File: src/design/telnet_option_negotiator_core_assert.svh
// Assertion macros used by the telnet negotiator top level.
`ifndef TELNET_OPTION_NEGOTIATOR_CORE_ASSERT_SVH
`define TELNET_OPTION_NEGOTIATOR_CORE_ASSERT_SVH

// Same-cycle implication, sampled on clk, off while rst_n is low.
`define TON_ASSERT_IMP(label, ante, cons) \
  label: assert property (@(posedge clk) disable iff (!rst_n) (ante) |-> (cons)) \
    else $error("telnet negotiator assertion failed");

// Next-cycle implication, sampled on clk, off while rst_n is low.
`define TON_ASSERT_NEXT(label, ante, cons) \
  label: assert property (@(posedge clk) disable iff (!rst_n) (ante) |=> (cons)) \
    else $error("telnet negotiator assertion failed");

`endif

File: src/design/ton_pkg.sv
// Shared types, constants and reply tables of the telnet option negotiator.
package ton_pkg;

  localparam int NAME_MAX  = 45;
  localparam int NTYPES    = 6;
  localparam int CMD_DEPTH = 4;
  localparam int CMD_PTR_W = $clog2(CMD_DEPTH);
  localparam int CMD_CNT_W = $clog2(CMD_DEPTH + 1);

  localparam logic [7:0] B_IAC  = 8'd255;
  localparam logic [7:0] B_DONT = 8'd254;
  localparam logic [7:0] B_DO   = 8'd253;
  localparam logic [7:0] B_WONT = 8'd252;
  localparam logic [7:0] B_WILL = 8'd251;
  localparam logic [7:0] B_SB   = 8'd250;
  localparam logic [7:0] B_SE   = 8'd240;

  localparam logic [7:0] OPT_ECHO  = 8'd1;
  localparam logic [7:0] OPT_SGA   = 8'd3;
  localparam logic [7:0] OPT_TTYPE = 8'd24;
  localparam logic [7:0] OPT_LINE  = 8'd34;

  localparam logic [7:0] SUB_IS   = 8'd0;
  localparam logic [7:0] SUB_SEND = 8'd1;

  localparam logic [15:0] TIMEOUT_RESET = 16'd300;

  typedef enum logic [1:0] {
    OP_START = 2'd0,
    OP_BYTE  = 2'd1,
    OP_TICK  = 2'd2
  } opcode_t;

  typedef enum logic [1:0] {
    KIND_BYTE    = 2'd0,
    KIND_ACCEPT  = 2'd1,
    KIND_TIMEOUT = 2'd2
  } kind_t;

  typedef enum logic [2:0] {
    PH_IAC  = 3'd0,
    PH_CMD  = 3'd1,
    PH_OPT  = 3'd2,
    PH_IS   = 3'd3,
    PH_NAME = 3'd4,
    PH_SE   = 3'd5
  } phase_t;

  typedef enum logic [2:0] {
    CMD_OPEN    = 3'd0,
    CMD_TREQ    = 3'd1,
    CMD_DONT    = 3'd2,
    CMD_WONT    = 3'd3,
    CMD_ACCEPT  = 3'd4,
    CMD_TIMEOUT = 3'd5
  } cmd_code_t;

  typedef struct packed {
    cmd_code_t  code;
    logic [7:0] opt;
  } cmd_t;

  typedef struct packed {
    logic full;
    logic empty;
  } fifo_stat_t;

  typedef struct packed {
    logic busy;
  } back_stat_t;

  function automatic logic [3:0] type_len(input logic [2:0] k);
    case (k)
      3'd0:    return 4'd4;
      3'd1:    return 4'd5;
      3'd2:    return 4'd5;
      3'd3:    return 4'd9;
      3'd4:    return 4'd4;
      3'd5:    return 4'd6;
      default: return 4'd0;
    endcase
  endfunction

  // Character i of accepted type k; valid only for i below type_len(k).
  function automatic logic [7:0] type_char(input logic [2:0] k, input logic [3:0] i);
    logic [71:0] s;
    logic [3:0]  pos;
    case (k)
      3'd0:    s = 72'("ANSI");
      3'd1:    s = 72'("XTERM");
      3'd2:    s = 72'("VT100");
      3'd3:    s = 72'("DEC-VT100");
      3'd4:    s = 72'("VTNT");
      3'd5:    s = 72'("CYGWIN");
      default: s = '0;
    endcase
    pos = type_len(k) - 4'd1 - i;
    return s[pos*8 +: 8];
  endfunction

  function automatic logic [3:0] cmd_len(input cmd_code_t code);
    case (code)
      CMD_OPEN:    return 4'd15;
      CMD_TREQ:    return 4'd6;
      CMD_DONT:    return 4'd3;
      CMD_WONT:    return 4'd3;
      default:     return 4'd1;
    endcase
  endfunction

  function automatic logic [7:0] open_byte(input logic [3:0] i);
    case (i)
      4'd0:    return B_IAC;
      4'd1:    return B_WILL;
      4'd2:    return OPT_ECHO;
      4'd3:    return B_IAC;
      4'd4:    return B_DO;
      4'd5:    return OPT_LINE;
      4'd6:    return B_IAC;
      4'd7:    return B_WILL;
      4'd8:    return OPT_SGA;
      4'd9:    return B_IAC;
      4'd10:   return B_DO;
      4'd11:   return OPT_SGA;
      4'd12:   return B_IAC;
      4'd13:   return B_DO;
      4'd14:   return OPT_TTYPE;
      default: return 8'd0;
    endcase
  endfunction

  function automatic logic [7:0] treq_byte(input logic [3:0] i);
    case (i)
      4'd0:    return B_IAC;
      4'd1:    return B_SB;
      4'd2:    return OPT_TTYPE;
      4'd3:    return SUB_SEND;
      4'd4:    return B_IAC;
      4'd5:    return B_SE;
      default: return 8'd0;
    endcase
  endfunction

  function automatic logic [7:0] cmd_byte(input cmd_t c, input logic [3:0] i);
    case (c.code)
      CMD_OPEN: return open_byte(i);
      CMD_TREQ: return treq_byte(i);
      CMD_DONT: return (i == 4'd0) ? B_IAC : ((i == 4'd1) ? B_DONT : c.opt);
      CMD_WONT: return (i == 4'd0) ? B_IAC : ((i == 4'd1) ? B_WONT : c.opt);
      default:  return 8'd0;
    endcase
  endfunction

  function automatic logic option_known(input logic [7:0] opt);
    return (opt == OPT_TTYPE) || (opt == OPT_ECHO) || (opt == OPT_SGA) || (opt == OPT_LINE);
  endfunction

endpackage

File: src/design/telnet_option_negotiator_core.sv
// Top level of the telnet option negotiator: front end, command queue, back end.
//
// Usage:
//   Input channel (push / full, in_opcode, in_rx_byte): one item per cycle,
//   taken at a clock edge with push high and full low. Opcode 0 starts (or
//   restarts) negotiation, 1 delivers a received byte, 2 is a timer tick.
//   Result channel (empty / pop, out_kind, out_tx_byte, out_last): the oldest
//   result item sits on the ports while empty is low and leaves on pop.
//   out_last marks the final result item caused by one input item.
//   Config: cfg_wr_en writes cfg_wr_data into the timeout register at once.
// Timing:
//   An item is parsed in the cycle it is accepted and its command enters the
//   queue at the accepting edge; with the output free, its first result item
//   is on the ports after the next edge. The front end takes one item per cycle
//   while full is low. The back end drains one result item per cycle while the
//   output is empty or pop is high; a start gives 15 items, a type request 6;
//   the four-entry command queue absorbs bursts, and full rises only when it is
//   full. While full is high every item waits, even one that causes no result.
// Reset: synchronous on rst_n low; negotiation is idle until a start item and
//   the timeout register returns to 300 ticks.
// Stall: while a result waits and pop is low the result register holds, the back end
//   stops, and the queue fills; full then holds off further input.
`include "telnet_option_negotiator_core_assert.svh"

module telnet_option_negotiator_core import ton_pkg::*; (
  input  logic        clk,
  input  logic        rst_n,
  input  logic        cfg_wr_en,
  input  logic [15:0] cfg_wr_data,
  input  logic        push,
  output logic        full,
  input  logic [1:0]  in_opcode,
  input  logic [7:0]  in_rx_byte,
  output logic        empty,
  input  logic        pop,
  output logic [1:0]  out_kind,
  output logic [7:0]  out_tx_byte,
  output logic        out_last
);

  logic       accept;
  logic       cmd_push;
  cmd_t       cmd;
  cmd_t       fifo_head;
  fifo_stat_t fifo_stat;
  logic       fifo_pop;
  back_stat_t back_stat;

  // Stall the whole input while the queue has no room for a command.
  assign full   = fifo_stat.full;
  assign accept = push && !full;

  ton_front u_front (
    .clk         (clk),
    .rst_n       (rst_n),
    .cfg_wr_en   (cfg_wr_en),
    .cfg_wr_data (cfg_wr_data),
    .accept      (accept),
    .in_opcode   (in_opcode),
    .in_rx_byte  (in_rx_byte),
    .cmd_push    (cmd_push),
    .cmd         (cmd)
  );

  ton_cmd_fifo u_fifo (
    .clk       (clk),
    .rst_n     (rst_n),
    .push      (cmd_push),
    .push_data (cmd),
    .pop       (fifo_pop),
    .head      (fifo_head),
    .stat      (fifo_stat)
  );

  ton_back u_back (
    .clk         (clk),
    .rst_n       (rst_n),
    .fifo_head   (fifo_head),
    .fifo_stat   (fifo_stat),
    .fifo_pop    (fifo_pop),
    .pop         (pop),
    .empty       (empty),
    .out_kind    (out_kind),
    .out_tx_byte (out_tx_byte),
    .out_last    (out_last),
    .stat        (back_stat)
  );

  // A command in expansion always has a byte waiting in the output register.
  `TON_ASSERT_IMP(a_busy_has_output, back_stat.busy, !empty)
  // Accept and timeout results are single items.
  `TON_ASSERT_IMP(a_status_is_last, !empty && out_kind != KIND_BYTE, out_last)
  // A start always leaves a command in the queue.
  `TON_ASSERT_NEXT(a_start_queues, accept && in_opcode == OP_START, !fifo_stat.empty)

endmodule

File: src/design/ton_front.sv
// Front end: parses received items, tracks negotiation state, issues reply commands.
module ton_front import ton_pkg::*; (
  input  logic        clk,
  input  logic        rst_n,
  input  logic        cfg_wr_en,
  input  logic [15:0] cfg_wr_data,
  input  logic        accept,
  input  logic [1:0]  in_opcode,
  input  logic [7:0]  in_rx_byte,
  output logic        cmd_push,
  output cmd_t        cmd
);

  logic [15:0] timeout_r;
  phase_t      phase_r, phase_nxt;
  logic [7:0]  held_r, held_nxt;
  logic [5:0]  count_r, count_nxt;
  logic [5:0]  match_r, match_nxt;
  logic [15:0] tick_r, tick_nxt;
  logic        fin_r, fin_nxt;
  logic        ok;

  always_ff @(posedge clk) begin
    if (!rst_n) begin
      timeout_r <= TIMEOUT_RESET;
      phase_r   <= PH_IAC;
      held_r    <= '0;
      count_r   <= '0;
      match_r   <= '1;
      tick_r    <= '0;
      fin_r     <= 1'b1;
    end else begin
      if (cfg_wr_en) begin
        timeout_r <= cfg_wr_data;
      end
      phase_r <= phase_nxt;
      held_r  <= held_nxt;
      count_r <= count_nxt;
      match_r <= match_nxt;
      tick_r  <= tick_nxt;
      fin_r   <= fin_nxt;
    end
  end

  always_comb begin
    phase_nxt = phase_r;
    held_nxt  = held_r;
    count_nxt = count_r;
    match_nxt = match_r;
    tick_nxt  = tick_r;
    fin_nxt   = fin_r;
    cmd_push  = 1'b0;
    cmd.code  = CMD_OPEN;
    cmd.opt   = in_rx_byte;
    ok        = 1'b0;
    for (int k = 0; k < NTYPES; k++) begin
      if (match_r[k] && (count_r >= 6'(type_len(3'(k))))) begin
        ok = 1'b1;
      end
    end
    if (accept) begin
      case (in_opcode)
        OP_START: begin
          phase_nxt = PH_IAC;
          held_nxt  = '0;
          count_nxt = '0;
          match_nxt = '1;
          tick_nxt  = '0;
          fin_nxt   = 1'b0;
          cmd_push  = 1'b1;
          cmd.code  = CMD_OPEN;
        end
        OP_BYTE: begin
          if (!fin_r) begin
            case (phase_r)
              PH_IAC: begin
                if (in_rx_byte == B_IAC) begin
                  phase_nxt = PH_CMD;
                end
              end
              PH_CMD: begin
                if (in_rx_byte == B_SE) begin
                  phase_nxt = PH_IAC;
                end else begin
                  held_nxt  = in_rx_byte;
                  phase_nxt = PH_OPT;
                end
              end
              PH_OPT: begin
                phase_nxt = PH_IAC;
                if (held_r == B_WILL) begin
                  if (in_rx_byte == OPT_TTYPE) begin
                    cmd_push = 1'b1;
                    cmd.code = CMD_TREQ;
                  end else if (!option_known(in_rx_byte)) begin
                    cmd_push = 1'b1;
                    cmd.code = CMD_DONT;
                  end
                end else if (held_r == B_DO) begin
                  if (!option_known(in_rx_byte)) begin
                    cmd_push = 1'b1;
                    cmd.code = CMD_WONT;
                  end
                end else if (held_r == B_SB && in_rx_byte == OPT_TTYPE) begin
                  phase_nxt = PH_IS;
                end
              end
              PH_IS: begin
                if (in_rx_byte == SUB_IS) begin
                  phase_nxt = PH_NAME;
                  count_nxt = '0;
                  match_nxt = '1;
                end else begin
                  phase_nxt = PH_IAC;
                end
              end
              PH_NAME: begin
                if (in_rx_byte == B_IAC) begin
                  phase_nxt = PH_SE;
                end else if (count_r < 6'(NAME_MAX)) begin
                  // Drop every type whose character at this position differs.
                  for (int k = 0; k < NTYPES; k++) begin
                    if ((count_r < 6'(type_len(3'(k)))) &&
                        (type_char(3'(k), count_r[3:0]) != in_rx_byte)) begin
                      match_nxt[k] = 1'b0;
                    end
                  end
                  count_nxt = count_r + 6'd1;
                end else begin
                  phase_nxt = PH_IAC;
                end
              end
              PH_SE: begin
                phase_nxt = PH_IAC;
                if (in_rx_byte == B_SE) begin
                  cmd_push = 1'b1;
                  if (ok) begin
                    fin_nxt  = 1'b1;
                    cmd.code = CMD_ACCEPT;
                  end else begin
                    cmd.code = CMD_TREQ;
                  end
                end
              end
              default: begin
                phase_nxt = PH_IAC;
              end
            endcase
          end
        end
        OP_TICK: begin
          if (!fin_r) begin
            if (tick_r != 16'hFFFF) begin
              tick_nxt = tick_r + 16'd1;
            end
            if (tick_nxt >= timeout_r) begin
              fin_nxt  = 1'b1;
              cmd_push = 1'b1;
              cmd.code = CMD_TIMEOUT;
            end
          end
        end
        default: begin
        end
      endcase
    end
  end

endmodule

File: src/design/ton_cmd_fifo.sv
// Short command queue between the parser front end and the reply back end.
module ton_cmd_fifo import ton_pkg::*; (
  input  logic       clk,
  input  logic       rst_n,
  input  logic       push,
  input  cmd_t       push_data,
  input  logic       pop,
  output cmd_t       head,
  output fifo_stat_t stat
);

  cmd_t                 mem_r [CMD_DEPTH];
  logic [CMD_PTR_W-1:0] wr_ptr_r, rd_ptr_r;
  logic [CMD_CNT_W-1:0] cnt_r;
  logic                 do_push, do_pop;

  assign stat.full  = (cnt_r == CMD_CNT_W'(CMD_DEPTH));
  assign stat.empty = (cnt_r == '0);
  assign do_push    = push && !stat.full;
  assign do_pop     = pop && !stat.empty;
  assign head       = mem_r[rd_ptr_r];

  always_ff @(posedge clk) begin
    if (do_push) begin
      mem_r[wr_ptr_r] <= push_data;
    end
  end

  always_ff @(posedge clk) begin
    if (!rst_n) begin
      wr_ptr_r <= '0;
      rd_ptr_r <= '0;
      cnt_r    <= '0;
    end else begin
      if (do_push) begin
        wr_ptr_r <= (wr_ptr_r == CMD_PTR_W'(CMD_DEPTH - 1)) ? '0 : wr_ptr_r + 1'b1;
      end
      if (do_pop) begin
        rd_ptr_r <= (rd_ptr_r == CMD_PTR_W'(CMD_DEPTH - 1)) ? '0 : rd_ptr_r + 1'b1;
      end
      cnt_r <= cnt_r + CMD_CNT_W'(do_push) - CMD_CNT_W'(do_pop);
    end
  end

endmodule

File: src/design/ton_back.sv
// Back end: expands queued commands into output-register items, one per cycle unless stalled.
module ton_back import ton_pkg::*; (
  input  logic       clk,
  input  logic       rst_n,
  input  cmd_t       fifo_head,
  input  fifo_stat_t fifo_stat,
  output logic       fifo_pop,
  input  logic       pop,
  output logic       empty,
  output logic [1:0] out_kind,
  output logic [7:0] out_tx_byte,
  output logic       out_last,
  output back_stat_t stat
);

  logic       busy_r, busy_nxt;
  cmd_t       cmd_r, cmd_nxt;
  logic [3:0] idx_r, idx_nxt;
  logic       valid_r, valid_nxt;
  logic [1:0] kind_r, kind_nxt;
  logic [7:0] byte_r, byte_nxt;
  logic       last_r, last_nxt;
  logic       advance, emit, is_last;
  cmd_t       cur;
  logic [3:0] cur_idx;

  assign empty       = !valid_r;
  assign out_kind    = kind_r;
  assign out_tx_byte = byte_r;
  assign out_last    = last_r;
  assign stat.busy   = busy_r;

  always_ff @(posedge clk) begin
    if (!rst_n) begin
      busy_r  <= 1'b0;
      valid_r <= 1'b0;
    end else begin
      busy_r  <= busy_nxt;
      valid_r <= valid_nxt;
    end
  end

  always_ff @(posedge clk) begin
    cmd_r  <= cmd_nxt;
    idx_r  <= idx_nxt;
    kind_r <= kind_nxt;
    byte_r <= byte_nxt;
    last_r <= last_nxt;
  end

  always_comb begin
    advance   = !valid_r || pop;
    cur       = busy_r ? cmd_r : fifo_head;
    cur_idx   = busy_r ? idx_r : 4'd0;
    emit      = advance && (busy_r || !fifo_stat.empty);
    is_last   = (cur_idx == cmd_len(cur.code) - 4'd1);
    busy_nxt  = busy_r;
    cmd_nxt   = cmd_r;
    idx_nxt   = idx_r;
    valid_nxt = valid_r;
    kind_nxt  = kind_r;
    byte_nxt  = byte_r;
    last_nxt  = last_r;
    fifo_pop  = emit && !busy_r;
    if (advance) begin
      valid_nxt = emit;
    end
    if (emit) begin
      byte_nxt = cmd_byte(cur, cur_idx);
      last_nxt = is_last;
      case (cur.code)
        CMD_ACCEPT:  kind_nxt = KIND_ACCEPT;
        CMD_TIMEOUT: kind_nxt = KIND_TIMEOUT;
        default:     kind_nxt = KIND_BYTE;
      endcase
      // Hold the command while bytes remain; drop it after the final one.
      busy_nxt = !is_last;
      cmd_nxt  = cur;
      idx_nxt  = cur_idx + 4'd1;
    end
  end

endmodule
File: config.mk
export PLATFORM = sky130hd
export DESIGN_NAME = telnet_option_negotiator_core
export DESIGN_NICKNAME = d
export VERILOG_FILES = /design/src/design/ton_pkg.sv /design/src/design/telnet_option_negotiator_core.sv /design/src/design/ton_front.sv /design/src/design/ton_cmd_fifo.sv /design/src/design/ton_back.sv
export VERILOG_INCLUDE_DIRS = /design/src /design/src/design
export SDC_FILE = /design/constraint.sdc
export NUM_CORES = 1
export LEC_CHECK = 0
export BUFFER_PORTS_ARGS = -buffer_cell sky130_fd_sc_hd__buf_2
export CORE_ASPECT_RATIO = 1.25
export CORE_MARGIN = 3
export CORE_UTILIZATION = 50
export CTS_CLUSTER_SIZE = 25
export DETAILED_ROUTE_END_ITERATION = 8
export GPL_ROUTABILITY_DRIVEN = 0
export PLACE_DENSITY = 0.7
export SYNTH_ARGS = -nofsm -noshare
export SYNTH_HDL_FRONTEND = slang
export SYNTH_SLANG_ARGS = --single-unit
File: constraint.sdc
create_clock -name clk -period 4.1 [get_ports clk]
set_input_delay 0.615 -clock clk [delete_from_list [all_inputs] [get_ports clk]]
set_output_delay 0.615 -clock clk [all_outputs]
set_load 0.005 [all_outputs]
==> metrics.md, run 1 <==
| Metric | Value |
|---|---|
| Vias per cell | `5.84` |
| Unrepaired setup endpoints after global routing | `yes` |
| R2R Path Start | `u_front.tick_r[2]` |
| Drt first pass iters | `5` |
| Crit-path cells | `and4_4 > nand2_4 > buf_6 > nor3_4 > buf_6 > nor3_4 > xor2_1 > ha_1 > a21o_1 > a21oi_2 > o221ai_2 > a2111o_1 > and2_4 > o41a_1 > ha_2 > inv_2 > fa_2 > xnor2_2 > xnor2_1 > and2_1` |
| Main combinational cell family by area after synthesis | `simple AND/OR/NAND/NOR gates` |
| First-iteration detailed-routing DRC count | `398` |
| CTS tree | `yes` |
| Peak supply drop | `0.294 mV` |
| Commonest non-fill, non-tap cell in the layout | `nand2_1` |
| Worst Path Arrival | `4.34 ns` |
| Grt ovf | `0` |
| Multi-input gate area | `0.00463 mm2` |
| Main synth FF type | `edfxtp_1` |
| Mapped Cells | `853` |
| Non-Filler Instances | `1148` |
| Async S/R FF share, synth | `0%` |
| Syn avg cell area | `9.70 um2` |
| Yosys top cell by area | `edfxtp_1` |
| CP peak stage delay | `0.46 ns` |
| Simple-gate area share of the yosys netlist | `18.2%` |
| F_max | `248 MHz` |
| Initial antenna violation count | `0` |
| Vias | `6699` |
| CTS H-tree depth | `4` |
| Io pins | `44` |
| FF+latch area | `0.00345 mm2` |
| Tcrit/Tclk final | `98.2%` |
| Total design power | `4.75 mW` |
| EDFF count, synth | `70` |
| R2R depth | `20` |
| Measured slew at the worst slew-check pin | `0.689 ns` |
| FF+latch count, synth | `137` |
| Clock-pin slew on the worst setup and hold paths | `0.06 ns` |
| Mapped cell area | `0.00827 mm2` |
| Post-synthesis sequential area ratio | `41.6%` |
| Fin. Hold Viols | `0` |
| Slew Viols, Final | `0` |
| Syn Nets | `937` |
| Die Y | `150 um` |
| Synth Area in Compound Gates | `16.5%` |
| Post-synth top area share | `25.4%` |
| HP Class | `in2reg` |
| P_leak | `3.79 nW` |
| Largest cells by area after synthesis | `edfxtp_1 25%, dfxtp_1 16%, ha_1 7.9%` |
| Synth unique cells | `75` |
| DIE WIDTH | `121 um` |
| Clk Latency, worst-skew pair | `0.42 ns` |
| Startpoint Class | `flop` |
| Placed cells | `1111` |
| Worst R2R Setup Slack | `0.07 ns` |
| R2r endpoint | `u_fifo.cnt_r[2]` |
| Yosys warning total | `0` |
| DRC | `0` |
| Area share of fa/ha/maj cells after synthesis | `8.11%` |
| Vias in the first global route | `6394` |
| Mux cell area share after synthesis | `7.30%` |
| Hold Startpoint | `cfg_wr_data[8]` |
| WHS Endpoint | `u_front.timeout_r[8]` |
| Required @ worst endpoint | `4.42 ns` |
| Most frequent cells in the layout | `79 x nand2_1, 70 x edfxtp_1, 59 x dfxtp_1` |
| Critical Path End Type | `flop` |
| Post-DRT Antenna Nets | `0` |
| Layout cells sized above 1 | `20.5%` |
| I/O Buffers | `43` |
| Routed len/inst | `16.3 um` |
| Slowest CP cell | `a2111o_1` |
| Status | `completed` |
| Max-cap viol count | `0` |
| # nets final | `1007` |
| Clock root cell | `clkbuf_16` |
| Die area | `0.0181 mm2` |
| FP Rows | `51` |
| Hold Path Depth | `3` |
| Setup CP Type | `reg2reg` |
| Total clock sinks | `137` |
| Worst Path Max Fanout | `3` |
| First-pass GRT wire length | `30.6 mm` |
| Initial cell density of the core | `52.1%` |
| Core area | `0.0159 mm2` |
| Pwr Density | `491 mW/mm2` |
| Filler cells | `1326` |
| Synth-to-layout area growth | `17.0%` |
| Setup violators final | `0` |
| Maximum root-to-sink buffer count | `2` |
| Skew final | `0.00813 ns` |
| Detail Placement HPWL | `13.3 mm` |
| Minimum clock period | `4.03 ns` |
| Relative slew slack | `53.7%` |
| Pin count of the biggest net entering global routing | `39` |
| Final WL | `18.7 mm` |
| Post-Synth XOR/XNOR Area | `4.23%` |
| CTS Buf Count | `17` |
| Antenna diode count | `0` |
| All-layer global routing usage | `21.1%` |
area by class of cell:
cell class	count	area share, %
inverters	47	1.82
repair buffers	91	6.03
flip-flops and latches	137	35.7
well taps	212	2.74
clock inverters	15	1.45
multi-input cells	629	47.9
clock buffers	17	4.40
Yosys cell counts (19+ instances only):
cell type  count
nor2_1        53
inv_1         46
ha_1          52
dfxtp_1       67
mux2i_1       21
nor2b_1       35
a21oi_1       30
clkbuf_1      33
edfxtp_1      70
o21ai_0       45
xnor2_1       25
nor3_1        19
nand2_1       82
nand3_1       26
state kept, by name, summed over array words and instances, names as in the netlist, named ones only:
| name | count |
|---|---|
| u_back.out_last | 1 |
| u_front.fin_r | 1 |
| u_front.match_r | 6 |
| u_back.idx_r | 4 |
| u_fifo.rd_ptr_r | 2 |
| u_back.valid_r | 1 |
| u_front.held_r | 8 |
| u_fifo.cnt_r | 3 |
| u_front.count_r | 6 |
| u_back.out_tx_byte | 8 |
| u_front.phase_r | 3 |
| u_fifo.mem_r | 44 |
| u_front.tick_r | 16 |
| u_back.cmd_r | 11 |
| u_back.out_kind | 2 |
| u_back.stat | 1 |
| u_fifo.wr_ptr_r | 2 |
| u_front.timeout_r | 16 |
per-stage QoR:
stage | setup slack, ns | TNS [ns] | hold slack (ns) | utilization, % | cell area [um2]
6_report | 0.0745 | 0 | 0.419 | 60.9 | 9680
4_1_cts | 0.00882 | 0 | 0.402 | 60.1 | 9550
3_3_place_gp | 0.0506 | 0 | 0.434 | 56.4 | 8960
2_1_floorplan | 0.0106 | 0 | 0.422 | - | 8340
5_1_grt | -0.141 | -1.74 | 0.419 | 60.9 | 9680
3_5_place_dp | -0.0490 | -0.0490 | 0.442 | 56.4 | 8960
worst max-delay path by stage:
stage	startpoint	end	slack, ns	cells past startpoint
after floorplan	u_front.tick_r[6]	u_fifo.cnt_r[2]	0.01	19
after global placement	u_front.tick_r[12]	u_fifo.cnt_r[2]	0.05	17
after detailed placement	u_front.tick_r[9]	u_fifo.cnt_r[2]	-0.05	18
after CTS	u_front.tick_r[9]	u_fifo.cnt_r[2]	0.009	17
after global routing	u_front.tick_r[4]	u_fifo.cnt_r[2]	-0.14	20
final	u_front.tick_r[2]	u_fifo.cnt_r[2]	0.07	20
cells by family (layout without fill, tap and decap cells):
logic type	after synthesis	count (layout)
xor gates and xnor gates	40	40
DFF	137	137
adders and majority gates	53	53
AOI/OAI and AO/OA	198	198
and+or+nand+nor	293	293
buffers and inverters	87	170
muxes	45	45
routing by layer:
layer | track usage [%] | part of all wire (%) | vias to the layer above
met2 | 36.9 | 51 | 162
met4 | 7.31 | 1.7 | 0
met3 | 4.35 | 3.9 | 24
met5 | 0 | 0 | -
met1 | 25.8 | 43 | 3223
li1 | - | - | 3290
critical path, delay by kind of cell (launching register included):
family                     cells  cell delay (ns)
AOI/OAI and AO/OA              5             1.33
and+or+nand+nor                6             0.87
xor gates and xnor gates       3             0.38
DFF                            1             0.32
adders and majority gates      3             0.72
buffers and inverters          3             0.31
where the power goes:
part | leakage, nW | internal [mW] | switching (mW)
Sequential | 1.22 | 1.74 | 0.149
Clock | 0.280 | 0.843 | 0.606
Combinational | 2.29 | 0.613 | 0.796
Total | 3.79 | 3.20 | 1.55
what timing repair did:
item / 4_1_cts / 5_1_grt
gates resized for setup: 8 / 25
endpoints found under the setup margin: 12 / 46
setup buffers: 0 / 5
hold buffers: 0 / 0
pin swaps: 1 / 19
(Power assumes the default switching activity.)
==> run 2: changes to the inputs <==
--- a/config.mk
+++ b/config.mk
@@ -10,6 +10,7 @@
 export CORE_ASPECT_RATIO = 1.25
 export CORE_MARGIN = 3
 export CORE_UTILIZATION = 50
+export CTS_BUF_LIST = sky130_fd_sc_hd__clkbuf_8
 export CTS_CLUSTER_SIZE = 25
 export DETAILED_ROUTE_END_ITERATION = 8
 export GPL_ROUTABILITY_DRIVEN = 0
==> run 2 against run 1 <==
Compared with the run above:
- total power fell by 8.9%
- critical path type unchanged
- clock power down 28%
- clock-buffer cell count is the same
- critical path depth did not move
- maximum frequency up 0.13%
- register-to-register slack about the same
- sequential power about the same
==> metrics.md, run 2 (same netlist as run 1, synthesis figures left out) <==
| Metric | Value |
|---|---|
| Status | `completed` |
| Worst Path Max Fanout | `3 (unchanged)` |
| Design Area, Final | `0.00951 mm2 (-1.8%)` |
| Max-cap viol count | `0 (unchanged)` |
| Minimum clock period | `4.02 ns (-0.00511 ns)` |
| Unrepaired setup endpoints after global routing | `yes` |
| Non-Filler Instances | `1148 (unchanged)` |
| Skew final | `0.0114 ns (+0.00324 ns)` |
| Maximum root-to-sink buffer count | `2 (unchanged)` |
| CP peak stage delay | `0.47 ns (about the same)` |
| Routed len/inst | `16.1 um (-1.0%)` |
| Slowest CP cell | `a2111o_1` |
| Core area | `0.0159 mm2 (unchanged)` |
| All-layer global routing usage | `21.0% (-0.15 points)` |
| Post-DRT Antenna Nets | `0 (unchanged)` |
| Measured slew at the worst slew-check pin | `0.701 ns (+0.0122 ns)` |
| Peak supply drop | `0.228 mV (-22%)` |
| Vias in the first global route | `6386 (-0.13%)` |
| Commonest non-fill, non-tap cell in the layout | `nand2_1` |
| Slew Viols, Final | `0 (unchanged)` |
| Clock-pin slew on the worst setup and hold paths | `0.08 ns (+0.02 ns)` |
| Die Y | `150 um (unchanged)` |
| First-pass GRT wire length | `30.5 mm (-0.23%)` |
| Post-layout utilization of the core | `59.8% (-1.1 points)` |
| CTS tree | `yes` |
| Crit-path cells | `and4_4 > nand2_4 > buf_6 > nor3_4 > buf_6 > nor3_4 > xor2_1 > ha_1 > a21o_1 > a21oi_2 > o221ai_2 > a2111o_1 > and2_4 > o41a_1 > ha_2 > inv_2 > fa_2 > xnor2_2 > xnor2_1 > and2_1` |
| FP Rows | `51 (unchanged)` |
| Worst Path Arrival | `4.37 ns (+0.03 ns)` |
| Placed cells | `1111 (unchanged)` |
| Layout cells sized above 1 | `20.9% (+0.43 points)` |
| Met3 Wirelength | `708 um (-1.9%)` |
| Die area | `0.0181 mm2 (unchanged)` |
| Total design power | `4.33 mW (-8.9%)` |
| Post-DP Area | `0.00896 mm2 (unchanged)` |
| Clock root cell | `clkbuf_8` |
| Required @ worst endpoint | `4.45 ns (+0.03 ns)` |
| I/O Buffers | `43 (unchanged)` |
| Final WL | `18.5 mm (-1.0%)` |
| DRC | `0 (unchanged)` |
| Pin count of the biggest net entering global routing | `39 (unchanged)` |
| Critical Path End Type | `flop` |
| Initial antenna violation count | `0 (unchanged)` |
| Most frequent cells in the layout | `79 x nand2_1, 70 x edfxtp_1, 56 x dfxtp_1` |
| Post-Route M1 WL | `7.90 mm (-2.1%)` |
| Met2 wire length | `9.52 mm (-0.40%)` |
| Synth-to-layout area growth | `14.9%` |
| Largest reg by FF count | `u_fifo.mem_r` |
| Tcrit/Tclk final | `98.1% (-0.12 points)` |
| Filler cells | `1332 (+0.45%)` |
| Max reg flops | `44 (unchanged)` |
| Vias | `6651 (-0.72%)` |
| # nets final | `1007 (unchanged)` |
| Vias per cell | `5.79 (-0.72%)` |
| Drt first pass iters | `5 (unchanged)` |
| CTS Buf Count | `17 (unchanged)` |
| Initial cell density of the core | `52.1% (unchanged)` |
| First-iteration detailed-routing DRC count | `418 (+5.0%)` |
| HP Class | `in2reg` |
| P_leak | `3.70 nW (-2.2%)` |
| CTS H-tree depth | `4 (unchanged)` |
| Antenna diode count | `0 (unchanged)` |
| Relative slew slack | `52.9% (-0.82 points)` |
| Clk Latency, worst-skew pair | `0.45 ns (+0.03 ns)` |
| Fin. Hold Viols | `0 (unchanged)` |
| Total clock sinks | `137 (unchanged)` |
| Setup TNS | `0 ns (unchanged)` |
| Biggest regs | `u_fifo.mem_r: 44 flops, u_front.tick_r: 16 flops, u_front.timeout_r: 16 flops` |
| DIE WIDTH | `121 um (unchanged)` |
| Detail Placement HPWL | `13.3 mm (unchanged)` |
| Setup CP Type | `reg2reg` |
| F_max | `249 MHz (+0.13%)` |
| Setup violators final | `0 (unchanged)` |
| Grt ovf | `0 (unchanged)` |
| Startpoint Class | `flop` |
| Io pins | `44 (unchanged)` |
| Top Layer Used | `met4` |
| Pwr Density | `455 mW/mm2 (-7.3%)` |
run 2: cell counts in the layout (fill, tap and decap cells not counted):
No cell type changed its count.
run 2: timing repair:
action                     4_1_cts  5_1_grt
hold buffers                     0        0
pin swaps                        1       19
setup endpoints to repair       12       46
buffers inserted                 0        5
resized for setup                8       30
run 2: worst paths after layout:
check	from	end	slack, ns	depth (start not counted)
worst max register to register	u_front.tick_r[2]	u_fifo.cnt_r[2]	0.08	20
worst min register to register	u_front.match_r[0]	u_front.match_r[0]	0.45	2
worst max-delay path	u_front.tick_r[2]	u_fifo.cnt_r[2]	0.08	20
worst min-delay path	cfg_wr_data[8]	u_front.timeout_r[8]	0.39	3
run 2: critical path: cells and delay by family (launching register included):
kind | cells | cell delay, ns
AO/OA/AOI/OAI | 5 | 1.34
XOR/XNOR | 3 | 0.38
adder cells (fa/ha/maj) | 3 | 0.72
buffers and inverters | 3 | 0.31
flip-flops | 1 | 0.33
AND/OR/NAND/NOR | 6 | 0.87
run 2: stage by stage:
stage	hold slack (ns)	setup WS, ns
final	0.391	0.0796
after global routing	0.382	-0.149
after CTS	0.363	0.00884
after detailed placement	0.442	-0.0490
after global placement	0.434	0.0506
after floorplan	0.422	0.0106
run 2: area by class of cell:
class / instances / area [um2] / area share [%]
clock buffer: 17 / 234 / 2.46
multi-input combinational: 629 / 4650 / 48.9
timing repair buffer: 91 / 583 / 6.13
inverter: 47 / 176 / 1.86
sequential: 137 / 3460 / 36.4
clock inverter: 15 / 140 / 1.47
tap: 212 / 265 / 2.79
run 2: power breakdown:
group          total [mW]  internal [mW]  switching (mW)  leakage [nW]
sequential           1.89           1.74           0.147          1.22
clock                1.04          0.489           0.550         0.193
combinational        1.40          0.614           0.786          2.29
run 2: routing by layer:
metal	vias to the layer above	GRT usage [%]
li1	3281	-
met1	3192	25.9
met2	149	36.6
met3	29	3.71
met4	0	7.82
met5	-	0
